$ cat src/hdl/utf8d_pkg.sv
// Package for the UTF-8 to code point decoder.
// Holds field widths, byte class masks, state types and a byte widening function.
// No dependencies.
package utf8d_pkg;

   localparam int BYTE_WIDTH = 8;
   localparam int CP_WIDTH   = 21;
   localparam int CNT_WIDTH  = 2;

   typedef logic [BYTE_WIDTH-1:0] byte_type;
   typedef logic [CP_WIDTH-1:0]   cp_type;
   typedef logic [CNT_WIDTH-1:0]  cnt_type;

   // Byte classes: a byte belongs to a class when (byte & MASK) == CODE.
   localparam byte_type ASCII_MASK = 8'h80;
   localparam byte_type ASCII_CODE = 8'h00;
   localparam byte_type LEAD2_MASK = 8'hE0;
   localparam byte_type LEAD2_CODE = 8'hC0;
   localparam byte_type LEAD3_MASK = 8'hF0;
   localparam byte_type LEAD3_CODE = 8'hE0;
   localparam byte_type LEAD4_MASK = 8'hF8;
   localparam byte_type LEAD4_CODE = 8'hF0;
   localparam byte_type CONT_MASK  = 8'hC0;
   localparam byte_type CONT_CODE  = 8'h80;

   // Payload masks for the lead and continuation byte classes.
   localparam byte_type LEAD2_BITS = 8'h1F;
   localparam byte_type LEAD3_BITS = 8'h0F;
   localparam byte_type LEAD4_BITS = 8'h07;
   localparam byte_type CONT_BITS  = 8'h3F;
   localparam int       CONT_SHIFT = 6;

   localparam cnt_type CNT_NONE  = 2'd0;
   localparam cnt_type CNT_ONE   = 2'd1;
   localparam cnt_type CNT_TWO   = 2'd2;
   localparam cnt_type CNT_THREE = 2'd3;

   typedef struct packed {
      cp_type  partial;
      cnt_type remaining;
   } dec_state_type;

   typedef struct packed {
      logic   emit;
      cp_type value;
   } dec_result_type;

   // Widen one byte into code point width.
   function automatic cp_type widen(input byte_type b);
      return {{(CP_WIDTH-BYTE_WIDTH){1'b0}}, b};
   endfunction

endpackage

$ cat src/hdl/utf8_to_code_point_decoder_core.sv
// Top level of the UTF-8 to code point decoder.
// Depends on utf8d_pkg for widths, byte class masks and state types.
//
// The decoder takes one UTF-8 byte per request and returns a 21-bit code
// point when a sequence completes, when the byte flagged as end of text cuts
// a sequence short (its partial value is returned), or for a nonzero ASCII
// byte. Invalid lead bytes are skipped, a bad continuation byte drops the
// pending value, and a zero value is never returned. Each byte is decoded in
// a single pass from the request port into the result register, so the block
// takes one byte every cycle and offers its result in the cycle after the
// byte is taken; it holds off a request only while the result register is
// full and the result side is not taking it.
module utf8_to_code_point_decoder_core (
   input  logic                      clock,
   input  logic                      reset,
   input  logic                      req_valid,
   output logic                      req_ready,
   input  utf8d_pkg::byte_type       req_text_byte,
   input  logic                      req_end_of_text,
   output logic                      rsp_valid,
   input  logic                      rsp_ready,
   output utf8d_pkg::cp_type         rsp_code_point,
   output logic                      rsp_from_last_byte
);
   import utf8d_pkg::*;

   dec_state_type  state_ff, state_in;
   dec_result_type result;
   cp_type         shifted;
   logic           req_accept;

   logic   rsp_valid_ff, rsp_valid_in;
   cp_type rsp_code_point_ff;
   logic   rsp_last_ff;

   assign req_ready  = !rsp_valid_ff || rsp_ready;
   assign req_accept = req_valid && req_ready;

   assign shifted = {state_ff.partial[CP_WIDTH-CONT_SHIFT-1:0],
                     req_text_byte[CONT_SHIFT-1:0]};

   always_comb begin
      state_in     = state_ff;
      result.emit  = 1'b0;
      result.value = '0;
      if (state_ff.remaining == CNT_NONE) begin
         if ((req_text_byte & ASCII_MASK) == ASCII_CODE) begin
            result.emit  = 1'b1;
            result.value = widen(req_text_byte);
         end else if ((req_text_byte & LEAD2_MASK) == LEAD2_CODE) begin
            state_in.partial   = widen(req_text_byte & LEAD2_BITS);
            state_in.remaining = CNT_ONE;
         end else if ((req_text_byte & LEAD3_MASK) == LEAD3_CODE) begin
            state_in.partial   = widen(req_text_byte & LEAD3_BITS);
            state_in.remaining = CNT_TWO;
         end else if ((req_text_byte & LEAD4_MASK) == LEAD4_CODE) begin
            state_in.partial   = widen(req_text_byte & LEAD4_BITS);
            state_in.remaining = CNT_THREE;
         end
      end else if ((req_text_byte & CONT_MASK) != CONT_CODE) begin
         // A pending sequence is abandoned; the byte is not a new lead.
         state_in.partial   = '0;
         state_in.remaining = CNT_NONE;
      end else begin
         state_in.partial   = shifted;
         state_in.remaining = state_ff.remaining - CNT_ONE;
         if (state_in.remaining == CNT_NONE) begin
            result.emit      = 1'b1;
            result.value     = shifted;
            state_in.partial = '0;
         end
      end
      // The last byte of the text flushes whatever is still pending.
      if (req_end_of_text) begin
         if (state_in.remaining != CNT_NONE) begin
            result.emit  = 1'b1;
            result.value = state_in.partial;
         end
         state_in.partial   = '0;
         state_in.remaining = CNT_NONE;
      end
   end

   always_comb begin
      rsp_valid_in = rsp_valid_ff && !rsp_ready;
      if (req_accept && result.emit && (result.value != '0)) begin
         rsp_valid_in = 1'b1;
      end
   end

   always_ff @(posedge clock) begin
      if (reset) begin
         state_ff.partial   <= '0;
         state_ff.remaining <= CNT_NONE;
         rsp_valid_ff       <= 1'b0;
      end else begin
         rsp_valid_ff <= rsp_valid_in;
         if (req_accept) begin
            state_ff <= state_in;
         end
      end
   end

   always_ff @(posedge clock) begin
      if (req_accept && result.emit && (result.value != '0)) begin
         rsp_code_point_ff <= result.value;
         rsp_last_ff       <= req_end_of_text;
      end
   end

   assign rsp_valid          = rsp_valid_ff;
   assign rsp_code_point     = rsp_code_point_ff;
   assign rsp_from_last_byte = rsp_last_ff;

   // A held result is never a zero code point.
   a_no_zero: assert property (@(posedge clock) disable iff (reset)
      rsp_valid_ff |-> (rsp_code_point_ff != '0))
      else $error("decoder result register holds a zero code point");

   // With no continuation bytes expected, no partial value is kept.
   a_idle_clear: assert property (@(posedge clock) disable iff (reset)
      (state_ff.remaining == CNT_NONE) |-> (state_ff.partial == '0))
      else $error("decoder idle with a partial value left over");

   // The end of the text always leaves the decoder idle.
   a_end_clears: assert property (@(posedge clock) disable iff (reset)
      (req_accept && req_end_of_text) |=>
         ((state_ff.remaining == CNT_NONE) && (state_ff.partial == '0)))
      else $error("decoder state not cleared after end of text");

   // A nonzero ASCII byte taken while idle comes out as itself next cycle.
   a_ascii_pass: assert property (@(posedge clock) disable iff (reset)
      (req_accept && (state_ff.remaining == CNT_NONE) && !req_text_byte[BYTE_WIDTH-1]
         && (req_text_byte != '0)) |=>
         (rsp_valid_ff && (rsp_code_point_ff == widen($past(req_text_byte)))))
      else $error("decoder lost or altered an ASCII byte");

endmodule

$ cat config.mk
export PLATFORM = sky130hd
export DESIGN_NAME = utf8_to_code_point_decoder_core
export DESIGN_NICKNAME = d
export VERILOG_FILES = /design/src/hdl/utf8d_pkg.sv /design/src/hdl/utf8_to_code_point_decoder_core.sv
export SDC_FILE = /design/constraint.sdc
export NUM_CORES = 1
export LEC_CHECK = 0
export BUFFER_PORTS_ARGS = -buffer_cell sky130_fd_sc_hd__buf_2
export CAP_MARGIN = 25
export CORE_AREA = 2 2 70 72
export CTS_CLUSTER_SIZE = 20
export DETAILED_ROUTE_END_ITERATION = 16
export DIE_AREA = 0 0 72 74
export MAX_ROUTING_LAYER = met4
export PLACE_DENSITY = 0.77
export SYNTH_ARGS = -nofsm -noshare
export SYNTH_HDL_FRONTEND = slang
export SYNTH_SLANG_ARGS = --single-unit
$ cat constraint.sdc
create_clock -name clock -period 3.6 [get_ports clock]
set_clock_uncertainty 0.05 [all_clocks]
set_input_delay 0.18 -clock clock [delete_from_list [all_inputs] [get_ports clock]]
set_output_delay 0.18 -clock clock [all_outputs]
set_load 0.05 [all_outputs]
==> results of run 1 <==
-- cells by family after synthesis --
logic type,Yosys count,synth area share
buf+inv,21,0.0409
simple gates,74,0.172
flops,46,0.518
compound gates,76,0.257
fa+ha+maj,2,0.0114
-- power groups by stage --
stage / combinational [mW] / clock [mW] / sequential, mW
2_1_floorplan: 0.0738 / 0 / 0.665
3_3_place_gp: 0.189 / 0 / 0.592
3_5_place_dp: 0.191 / 0 / 0.592
4_1_cts: 0.192 / 0.315 / 0.580
5_1_grt: 0.205 / 0.339 / 0.582
6_report: 0.193 / 0.305 / 0.580
-- final cells by class --
cell class                 instances  area share
sequential                        46       0.456
clock buffer                       6      0.0290
timing repair buffer              39      0.0810
tap                               54      0.0270
clock inverter                     2     0.00550
inverter                           8      0.0120
multi-input combinational        152       0.389
-- flip-flops by register name (all words and copies together), names as in the netlist --
register and cells:
rsp_valid 1, state_ff 8, shifted 15, rsp_code_point 21, rsp_from_last_byte 1
-- per-layer routing --
| layer | track usage | vias up | wire length (µm) |
|---|---|---|---|
| met5 | - | - | 0 |
| met4 | 0.0860 | 0 | 105 |
| met3 | 0.0379 | 12 | 316 |
| met2 | 0.299 | 91 | 2250 |
| met1 | 0.272 | 861 | 2290 |
| li1 | - | 911 | - |
-- metrics by stage --
stage	power, mW	setup slack [ns]	util	cells
final	1.08	0.573	0.544	307
after global routing	1.13	0.357	0.544	307
after CTS	1.09	0.623	0.544	307
after detailed placement	0.783	0.615	0.525	299
after global placement	0.781	0.701	0.525	299
after floorplan	0.739	0.183	-	219
-- worst max-delay path, stage by stage, from the launching register on --
cell     delay [ns]
dfxtp_1        0.39
inv_1          0.09
ha_1           0.36
inv_1          0.21
a21oi_1        0.44
o211a_1        0.53
a22oi_1        0.20
a21oi_2        0.14
buf_4          0.30
-- Yosys cell counts, types with 2 or more instances --
| cell | instances |
|---|---|
| ha_1 | 2 |
| nor2_1 | 28 |
| o221ai_1 | 2 |
| buf_1 | 2 |
| dfxtp_1 | 24 |
| or4_1 | 2 |
| nand2b_1 | 5 |
| o21ai_0 | 9 |
| edfxtp_1 | 22 |
| nor4_1 | 5 |
| o211a_1 | 2 |
| nor3_1 | 4 |
| buf_2 | 6 |
| nand4_1 | 4 |
| o31a_1 | 2 |
| nand3_1 | 7 |
| or3_1 | 2 |
| inv_1 | 8 |
| a21oi_1 | 10 |
| clkbuf_1 | 4 |
| a22o_1 | 15 |
| nand2_1 | 11 |
| a22oi_1 | 24 |
-- worst min path at each step --
stage	startpoint	end	slack, ns
after floorplan	req_end_of_text	rsp_from_last_byte	0.23
after global placement	req_end_of_text	rsp_from_last_byte	0.44
after detailed placement	req_end_of_text	rsp_from_last_byte	0.45
after CTS	req_end_of_text	rsp_from_last_byte	0.13
after global routing	req_end_of_text	rsp_from_last_byte	0.15
final	req_end_of_text	rsp_from_last_byte	0.16
==> results.tsv, run 1 <==
metric	value	unit
status	complete, no violations	
post_cts_buffers	0	
grt_pass1_vias	1642	
setup.worst_path.class	reg2reg	
wl_per_cell	16.1	µm
ff2ff_path_depth	8	
fin_tns_setup	0	ns
fill_cells	417	
cp_max_fo	22	
vias_per_cell	6.11	
maxCapViolations	0	
initial_core_util	0.479	
pwr-share-clk	0.283	
ios	37	
tightest_slew	0.579	ns
synth-seq-cells	46	
clock-sinks	46	
hold_class	in2reg	
placed_area	0.00241	mm²
holdWs	0.158	ns
hold-path-cell-count	1	
drc	0	
dr.first_iter.drc_count	160	
rrSetupSlack	0.57	ns
worstSkewPairLatency	0.30	ns
core	0.00460	mm²
reg2reg_to	rsp_code_point[4]	
hold_viol_final	0	
netlist_instances	219	
grt_pass1_wl	8050	µm
dr.pass1.iters	5	
cts_buffers	5	
pwr-share-seq	0.538	
synthTopCellsByArea	edfxtp_1 30%, dfxtp_1 22%, a22oi_1 8.2%	
yosysTopAreaCellShare	0.300	
cts_resized	0	
routabilityCongestion	0.985	
ant_nets	0	
synthToLayoutAreaGrowth	13.6	%
clock.fmax	330	MHz
slew_viol_final	0	
num_rows	25	
ir_drop	0.167	mV
cp-start-kind	flip-flop	
setup_viol	0	
endpoint_kind	flip-flop	
ctsHoldBuffers	0	
antenna_found_initial	0	
switching_share	0.299	
cp-startpoint	state_ff[0]	
timing.rr.start	state_ff[0]	
comb_power_share	0.179	
final_cell_mix	36 x buf_2, 28 x nor2_1, 24 x a22oi_1, 24 x dfxtp_1, 22 x edfxtp_1	
layout-drive-gt1-share	0.206	
synth_cell_types	42	
power.leakage	0.967	nW
cp.required	3.53	ns
power.switching	322	µW
grt_overflow	0	
arrival	2.96	ns
grt_usage	0.202	
cts.htree.levels	2	
vias	1875	
stdcell_area	0.00250	mm²
clock-root-buffer	clkbuf_8	
cts_tree	yes	
rsz0062_at_grt	no	
routed_wl	4960	µm
powerDensity	431	mW/mm²
clk_path_buf_depth	2	
yosysWarnings	0	
n_antenna_cell	0	
synth_edf_count	22	
clk_pin_slew_worst_paths	0.08	ns
post-route-period-util	0.841	
grt_max_degree	26	
slew_headroom	0.610	
multi_input_area	973	µm²
die_w	72	µm
synth_flop_cell	dfxtp_1	
p_int	755	µW
async_reset_ff_frac	0	
numPortBuffers	36	
syn-cell-area	0.00220	mm²
layout_commonest_cell	buf_2	
area.sequential	0.00114	mm²
avgSynthCellArea	10.0	µm²
dieHeight	74	µm
synth-seq-area-share	0.518	
min_period	3.03	ns
die-area	0.00533	mm²
syn-num-nets	234	
nNetsFinal	267	
critical_path.endpoint	rsp_code_point[4]	
hpwl	3450	µm
yosys.area.top_type	edfxtp_1	
No activity file was read; power rests on OpenSTA's default activity.
==> run 2, diff against run 1 <==
clock period = 2.7 ns   (was 3.6 ns; I/O delays follow)
==> results.tsv, run 2 (synthesis results as in run 1) <==
metric	value	unit	change
status	complete, no violations		
clk_pin_slew_worst_paths	0.09	ns	about the same
routabilityCongestion	0.953		-3.3%
largest_register_ffs	21		unchanged
die-area	0.00533	mm²	unchanged
core	0.00460	mm²	unchanged
layout-drive-gt1-share	0.248		+0.0426
power.total	1.53	mW	+42%
hold_class	in2reg		
worstSkewPairLatency	0.30	ns	about the same
num_rows	25		unchanged
hold_viol_final	0		unchanged
clock-sinks	46		unchanged
grt_pass1_vias	1634		-0.49%
post_cts_buffers	0		unchanged
ir_drop	0.252	mV	+51%
rsz0062_at_grt	no		
dieHeight	74	µm	unchanged
final_cell_mix	36 x buf_2, 28 x nor2_1, 24 x a22oi_1, 23 x dfxtp_1, 22 x edfxtp_1		
ios	37		unchanged
clock-root-buffer	clkbuf_8		
clock.fmax	393	MHz	+19%
min_period	2.54	ns	-0.484 ns
cp-start-kind	flip-flop		
grt_max_degree	26		unchanged
stdcell_area	0.00262	mm²	+4.8%
dr.pass1.iters	5		unchanged
cts_buffers	5		unchanged
hpwl	3680	µm	+6.6%
endpoint_kind	flip-flop		
numPortBuffers	36		unchanged
dr.first_iter.drc_count	151		-5.6%
fin_tns_setup	0	ns	unchanged
antenna_found_initial	0		unchanged
die_w	72	µm	unchanged
power.leakage	1.03	nW	+6.6%
slew_viol_final	0		unchanged
grt_overflow	0		unchanged
ant_nets	0		unchanged
drc	0		unchanged
powerDensity	583	mW/mm²	+35%
routed_wl	5100	µm	+2.9%
vias	1903		+1.5%
fill_cells	426		+2.2%
tightest_slew	0.621	ns	+0.0422 ns
grt_usage	0.204		+0.00252
n_antenna_cell	0		unchanged
clk_path_buf_depth	2		unchanged
setup.worst_path.class	reg2reg		
cts.htree.levels	2		unchanged
cp.required	2.66	ns	-0.87 ns
post-route-period-util	0.942		+0.101
cp_max_fo	22		unchanged
hold-path-cell-count	1		unchanged
grt_pass1_wl	8050	µm	about the same
initial_core_util	0.479		unchanged
maxCapViolations	0		unchanged
wl_per_cell	16.1	µm	about the same
slew_headroom	0.582		-0.0279
layout_commonest_cell	buf_2		
vias_per_cell	6.02		-1.4%
cts_resized	0		unchanged
placed_area	0.00251	mm²	+3.8%
cts_tree	yes		
arrival	2.50	ns	-0.46 ns
setup_viol	0		unchanged
nNetsFinal	276		+3.4%
ff2ff_path_depth	9		+1
ctsHoldBuffers	0		unchanged
synthToLayoutAreaGrowth	19.0	%	
-- run 2: layout make-up --
| cell class | instances | area (µm²) | area share |
|---|---|---|---|
| Clock buffer | 6 | 93.8 | 0.0358 |
| Clock inverter | 2 | 13.8 | 0.00525 |
| Inverter | 8 | 30.0 | 0.0115 |
| Multi-Input combinational cell | 152 | 990 | 0.378 |
| Sequential cell | 46 | 1140 | 0.436 |
| Tap cell | 54 | 67.6 | 0.0258 |
| Timing Repair Buffer | 48 | 283 | 0.108 |
-- run 2: routing by layer --
layer / part of all wire / wire (µm) / global-route usage
met5: 0 / 0 / -
met4: 0.018 / 91 / 0.0629
met3: 0.054 / 277 / 0.0420
met2: 0.47 / 2400 / 0.316
met1: 0.46 / 2330 / 0.272
-- run 2: final timing paths --
check	slack [ns]	start	end
worst max-delay path	0.16	state_ff[0]	rsp_code_point[16]
worst min-delay path	0.1	req_end_of_text	rsp_from_last_byte
worst max register to register	0.16	state_ff[0]	rsp_code_point[16]
worst min register to register	0.50	state_ff[21]	state_ff[21]
-- run 2: critical path, stage by stage, from the launching register on --
cell and delay (ns):
dfxtp_2 0.42, inv_1 0.06, ha_1 0.30, nand2_1 0.07, a31oi_1 0.11, or4_1 0.50, a21oi_2 0.17, a22oi_1 0.16
a21oi_4 0.21, buf_12 0.19
-- run 2: metrics by stage --
stage / utilization / setup WS (ns) / hold WS, ns / instances
finish: 0.570 / 0.156 / 0.0956 / 316
detailed placement: 0.545 / 0.159 / 0.410 / 308
floorplan: - / 0.0494 / 0.184 / 219
CTS: 0.569 / 0.138 / 0.0980 / 316
global placement: 0.545 / 0.228 / 0.412 / 308
global route: 0.570 / 0.0174 / 0.104 / 316
-- run 2: where the power goes --
| part | total [mW] | internal, mW | switching, mW |
|---|---|---|---|
| clock | 0.479 | 0.240 | 0.238 |
| sequential | 0.772 | 0.764 | 0.00878 |
| combinational | 0.275 | 0.0730 | 0.202 |
| total | 1.53 | 1.08 | 0.449 |
==> run 3, diff against run 2 <==
CORE_AREA = 2 2 69 71   (was 2 2 70 72)
CTS_BUF_LIST = sky130_fd_sc_hd__clkbuf_8   (was not set)
DIE_AREA = 0 0 71 73   (was 0 0 72 74)
PLACE_DENSITY = 0.79   (was 0.77)
==> results.tsv, run 3 (synthesis results as in run 1) <==
metric	value	unit	change
cp_max_fo	11		-50%
endpoint_kind	flip-flop		
dieHeight	73	µm	-1.4%
grt_pass1_wl	8560	µm	+6.3%
grt_pass1_vias	1757		+7.5%
min_period	2.60	ns	+0.0585 ns
routed_wl	5330	µm	+4.4%
fill_cells	388		-8.9%
busiest_layer	met2		
drc	0		unchanged
cts_buffers	5		unchanged
slew_headroom	0.563		-0.0185
stdcell_area	0.00275	mm²	+5.1%
clock.fmax	384	MHz	-2.2%
die-area	0.00518	mm²	-2.7%
nNetsFinal	292		+5.8%
clock-root-buffer	clkbuf_8		
grt_overflow	0		unchanged
arrival	2.62	ns	+0.12 ns
post-route-period-util	0.964		+0.0217
initial_core_util	0.485		+0.00660
ios	37		unchanged
status	complete, no violations		
ant_nets	0		unchanged
numPortBuffers	36		unchanged
power.leakage	1.11	nW	+7.7%
hpwl	3760	µm	+2.1%
synthToLayoutAreaGrowth	25.1	%	
clock-sinks	46		unchanged
hold_class	in2reg		
use_met1	0.291		+0.0187
cp-start-kind	flip-flop		
die_w	71	µm	-1.4%
clk_path_buf_depth	2		unchanged
cts_tree	yes		
n_antenna_cell	0		unchanged
ir_drop	0.230	mV	-8.5%
final_cell_mix	36 x buf_2, 28 x nor2_1, 26 x buf_4, 24 x a22oi_1, 23 x dfxtp_1		
largest_register_ffs	21		unchanged
slew_viol_final	0		unchanged
critical_path.endpoint	rsp_code_point[13]		
routabilityCongestion	0.978		+2.6%
powerDensity	573	mW/mm²	-1.6%
grt_usage	0.215		+0.0109
layout-drive-gt1-share	0.291		+0.0433
tightest_slew	0.655	ns	+0.0335 ns
hold_viol_final	0		unchanged
cts.htree.levels	2		unchanged
num_rows	25		unchanged
reg2reg_to	rsp_code_point[13]		
timing.rr.start	state_ff[0]		
vias	2000		+5.1%
vias_per_cell	6.02		about the same
cp-startpoint	state_ff[0]		
wl_per_cell	16.0	µm	-0.62%
ff2ff_path_depth	10		+1
dr.first_iter.drc_count	216		+43%
use_met3	0.0442		+0.00219
grtUsageMet2	0.322		+0.00607
rrSetupSlack	0.1	ns	-0.06 ns
dr.pass1.iters	4		-1
placed_area	0.00260	mm²	+3.7%
fin_tns_setup	0	ns	unchanged
grt_max_degree	26		unchanged
core	0.00454	mm²	-1.4%
clk_pin_slew_worst_paths	0.09	ns	about the same
worstSkewPairLatency	0.29	ns	about the same
setup.worst_path.class	reg2reg		
antenna_found_initial	0		unchanged
layout_commonest_cell	buf_2		
cp.required	2.72	ns	+0.06 ns
maxCapViolations	0		unchanged
setup_viol	0		unchanged
-- run 3: layer usage --
metal	vias up	wire length, µm
li1	969	-
met1	948	2410
met2	73	2510
met3	10	300
met4	0	112
met5	-	0
-- run 3: cell type report --
type / instances / area, µm² / area share
clock buffer: 5 / 68.8 / 0.0250
clock inverter: 3 / 43.8 / 0.0159
inverter: 8 / 30.0 / 0.0109
multi-input combinational: 153 / 1000 / 0.365
sequential: 46 / 1140 / 0.415
tap: 54 / 67.6 / 0.0245
timing repair buffer: 63 / 395 / 0.144
-- run 3: through the flow --
| step | std cells | utilization | hold WS [ns] | worst slack (ns) | power, mW |
|---|---|---|---|---|---|
| 5_1_grt | 332 | 0.607 | 0.112 | -0.0267 | 1.64 |
| 6_report | 332 | 0.607 | 0.118 | 0.0978 | 1.58 |
| 4_1_cts | 331 | 0.602 | 0.105 | 0.00481 | 1.57 |
| 3_3_place_gp | 322 | 0.573 | 0.412 | 0.0235 | 1.07 |
| 3_5_place_dp | 322 | 0.573 | 0.409 | -0.0509 | 1.07 |
| 2_1_floorplan | 219 | - | 0.184 | 0.0494 | 0.987 |
-- run 3: worst max-delay path, cell delays in order, from the launching register on --
cell and delay (ns):
dfxtp_2 0.36, inv_1 0.05, ha_1 0.29, inv_1 0.16, a21oi_1 0.06, buf_4 0.16, a22o_1 0.24, or3_1 0.40
o21ai_2 0.33, a21oi_4 0.10, buf_12 0.18
-- run 3: power breakdown --
part | leakage (nW) | switching [mW] | total [mW] | internal (mW)
clock | 0.0585 | 0.229 | 0.506 | 0.277
combinational | 0.644 | 0.212 | 0.299 | 0.0875
sequential | 0.407 | 0.00837 | 0.772 | 0.764
-- run 3: worst min path at each step --
stage,from,endpoint,slack [ns],depth (start not counted)
final,req_end_of_text,rsp_from_last_byte,0.12,1
after global placement,req_end_of_text,rsp_from_last_byte,0.41,1
after floorplan,req_end_of_text,rsp_from_last_byte,0.18,0
after detailed placement,req_end_of_text,rsp_from_last_byte,0.41,1
after CTS,req_end_of_text,rsp_from_last_byte,0.11,1
after global routing,req_end_of_text,rsp_from_last_byte,0.11,1
-- run 3: timing repair --
action	CTS	global route
gates resized for setup	2	1
hold buffers	0	0
setup buffers	0	1
pin swaps	1	1
gates cloned	1	0
setup endpoints to repair	22	22
